File: src/rtl/core/assert_macros.svh
// ----------------------------------------------------------------------------
// Assertion macros
// Concurrent assertion wrappers, left empty for synthesis.
// ----------------------------------------------------------------------------
`ifndef ASSERT_MACROS_SVH
`define ASSERT_MACROS_SVH

`ifndef SYNTHESIS
// Checked at every rising edge, disabled while reset is low.
`define OBM_ASSERT(lbl, clk, rst_n, prop, msg) \
  lbl: assert property (@(posedge clk) disable iff (!rst_n) prop) else $error(msg);
// Checked at every rising edge, reset included.
`define OBM_ASSERT_ALWAYS(lbl, clk, prop, msg) \
  lbl: assert property (@(posedge clk) prop) else $error(msg);
`else
`define OBM_ASSERT(lbl, clk, rst_n, prop, msg)
`define OBM_ASSERT_ALWAYS(lbl, clk, prop, msg)
`endif

`endif

File: src/rtl/core/obm_ram.sv
// ----------------------------------------------------------------------------
// obm_ram
// Generic single-clock RAM, one write port, one read port, registered read.
// ----------------------------------------------------------------------------
`default_nettype none

module obm_ram #(
  parameter int WIDTH = 8,
  parameter int DEPTH = 32
) (
  input  wire logic                     clk_i,
  input  wire logic                     we_i,
  input  wire logic [$clog2(DEPTH)-1:0] waddr_i,
  input  wire logic [WIDTH-1:0]         wdata_i,
  input  wire logic                     re_i,
  input  wire logic [$clog2(DEPTH)-1:0] raddr_i,
  output logic      [WIDTH-1:0]         rdata_o
);

  logic [WIDTH-1:0] mem [DEPTH];

  always_ff @(posedge clk_i) begin
    if (we_i) begin
      mem[waddr_i] <= wdata_i;
    end
    if (re_i) begin
      rdata_o <= mem[raddr_i];
    end
  end

endmodule

`default_nettype wire

File: config.mk
export PLATFORM = sky130hd
export DESIGN_NAME = obm_ram
export DESIGN_NICKNAME = d
export VERILOG_FILES = /design/src/rtl/core/assert_macros.svh /design/src/rtl/core/obm_ram.sv
export SDC_FILE = /design/constraint.sdc
export NUM_CORES = 1
export LEC_CHECK = 0
export CORE_MARGIN = 3
export CORE_UTILIZATION = 65
export DETAILED_ROUTE_END_ITERATION = 8
export DONT_BUFFER_PORTS = 1
export GPL_TIMING_DRIVEN = 0
export HOLD_SLACK_MARGIN = 0.08
export PLACE_DENSITY = 0.85
export SETUP_SLACK_MARGIN = 0.2
export SYNTH_ARGS = -nofsm -noshare
export SYNTH_HDL_FRONTEND = slang
export SYNTH_SLANG_ARGS = --single-unit
File: constraint.sdc
create_clock -name clk_i -period 3.6 [get_ports clk_i]
set_input_delay 0.54 -clock clk_i [delete_from_list [all_inputs] [get_ports clk_i]]
set_output_delay 0.54 -clock clk_i [all_outputs]
set_load 0.005 [all_outputs]
==> impl_metrics.tcl <==
set metrics [dict create \
    status "completed" \
    p_per_area_nw_per_um2 550 \
    layout_commonest_cell "edfxtp_1" \
    vias 4514 \
    wl_per_cell_um 31.4 \
    htreeDepth 1 \
    fin_tns_setup_ns 0 \
    fillers 816 \
    finalCritPeriodShare_pct 73.9 \
    dp_cells 605 \
    synth_nets 438 \
    path_class "in -> reg" \
    layout-drive-gt1-share_pct 27.9 \
    multi_input_area_um2 2100 \
    final_cell_mix "264 x edfxtp_1, 80 x mux4_2, 33 x nor2_1" \
    syn_area_per_cell_um2 24.3 \
    min_period_ns 2.66 \
    clock-sinks 264 \
    worst_slew_pin_slew_ns 0.943 \
    cp.required_ns 3.86 \
    grt_pass1_vias 4637 \
    ff_latch_area_um2 7930 \
    dieHeight_um 131 \
    ir_drop_uv 406 \
    synth_cell_types 14 \
    drtAntennaViolNets 0 \
    clock.fmax_mhz 376 \
    drt_wl_total_mm 20.4 \
    drt_iter0_markers 460 \
    power_w 0.00610 \
    ys_seq_area_share_pct 78.2 \
    grt_setup_unrepaired "no" \
    dieArea_um2 17100 \
    post-cts-setup-buffers 0 \
    leakage_nw 3.39 \
    yosys_warnings 0 \
    start_util_pct 66.7 \
    synthCells 417 \
    cp.arrival_ns 2.92 \
    cts-root-buf "clkbuf_16" \
    grt_max_degree 33 \
    cts_tree "done" \
    cap_violations 0 \
    clock_skew_ns 0.00936 \
    path_clk_slew_ns 0.06 \
    clkLatencyLatePin_ns 0.52 \
    numPortBuffers 0 \
    final_util_pct 73.0 \
    crit_fanout 10 \
    grt_pass1_wl_mm 30.1 \
    area_growth_pct 9.58 \
    finalSetupViolations 0 \
    report.final.slew_viol_count 0 \
    syn_area_um2 10100 \
    io_pins 29 \
    critPathLaunchType "input port" \
    firstDrtPassIters 5 \
    track_usage_pct 25.0 \
    hold_violations 0 \
    crit_path_end_kind "flop" \
    diodes 0 \
    synth.ff_latch_count 264 \
    dp_hpwl_mm 12.6 \
    routed_via_density 6.94 \
    cts_hold_buffers 0 \
    antenna_found_initial 0 \
    min_path_type "in -> reg" \
    fin_cells 650 \
    die_x_um 131 \
    cts_buffers 25 \
    clk_path_buf_depth 3 \
    std_cell_rows 45 \
    relSlewSlack_pct 36.9 \
    grt-ovfl-total 0 \
    gp_congestion 0.792 \
    coreArea_um2 15200 \
    cts_resized 0 \
    route.detailed.drc 0 \
    nets 465 \
]
## synthesized netlist by cell type
master / instances / area, um^2
nand2_1: 1 / 3.75
clkbuf_1: 6 / 22.5
edfxtp_1: 264 / 7930
buf_6: 1 / 11.3
buf_1: 6 / 22.5
buf_4: 6 / 45.0
nand3_1: 2 / 10.0
or3_1: 1 / 6.26
nor2_1: 33 / 124
or3b_2: 3 / 26.3
buf_2: 1 / 5.00
mux2_2: 8 / 90.1
nand3b_1: 5 / 37.5
mux4_2: 80 / 1800
## layout make-up
type / count / area share (%)
plain buffers: 20 / 0.958
clock inverters: 11 / 0.687
clock buffers: 34 / 5.94
multi-input cells: 133 / 18.9
well taps: 188 / 2.12
flip-flops and latches: 264 / 71.4
## final timing paths
kind | start | depth (start not counted) | slack [ns] | end
max | raddr_i[2] | 5 | 0.94 | rdata_o[5]
min | wdata_i[2] | 0 | 0.11 | mem[4][2]
max reg2reg | mem[22][0] | 3 | 1.59 | rdata_o[0]
min reg2reg | mem[7][4] | 3 | 1.02 | rdata_o[4]
## power by group
group,internal (W),switching [W]
sequential,0.00343,0.0000134
clock,0.00135,0.00106
combinational,0.000126,0.000123
## metrics by stage
| stage | instance area [um^2] | hold WS (ns) | setup WS (ns) |
|---|---|---|---|
| 2_1_floorplan | 10100 | 0.639 | 1.12 |
| 3_3_place_gp | 10400 | 0.641 | 0.467 |
| 3_5_place_dp | 10400 | 0.641 | 0.437 |
| 4_1_cts | 11100 | 0.0989 | 0.961 |
| 5_1_grt | 11100 | 0.0998 | 0.889 |
| 6_report | 11100 | 0.115 | 0.939 |
## cell families (layout without fill, tap and decap cells)
kind of cell / count (synthesis) / after routing / synth area share (%)
multiplexers: 88 / 88 / 18.7
AND/OR/NAND/NOR: 45 / 45 / 2.05
flip-flops: 264 / 264 / 78.2
buffers and inverters: 20 / 65 / 1.05
## flip-flops by register name, summed over array words and instances, names as in the netlist
signal and flops:
mem 256, rdata_o 8
## routing by layer
metal | vias up | global-route usage, % | part of all wire (%)
li1 | 1842 | - | -
met1 | 2395 | 36.7 | 39
met2 | 247 | 39.5 | 49
met3 | 30 | 6.59 | 11
met4 | 0 | 5.14 | 1.4
met5 | - | 0 | 0
## critical path: stages
cell and delay (ns):
clkbuf_1 0.42, clkbuf_1 0.67, mux4_2 0.46, mux4_2 0.52
mux2_2 0.30
No activity file was read; power rests on OpenSTA's default activity.
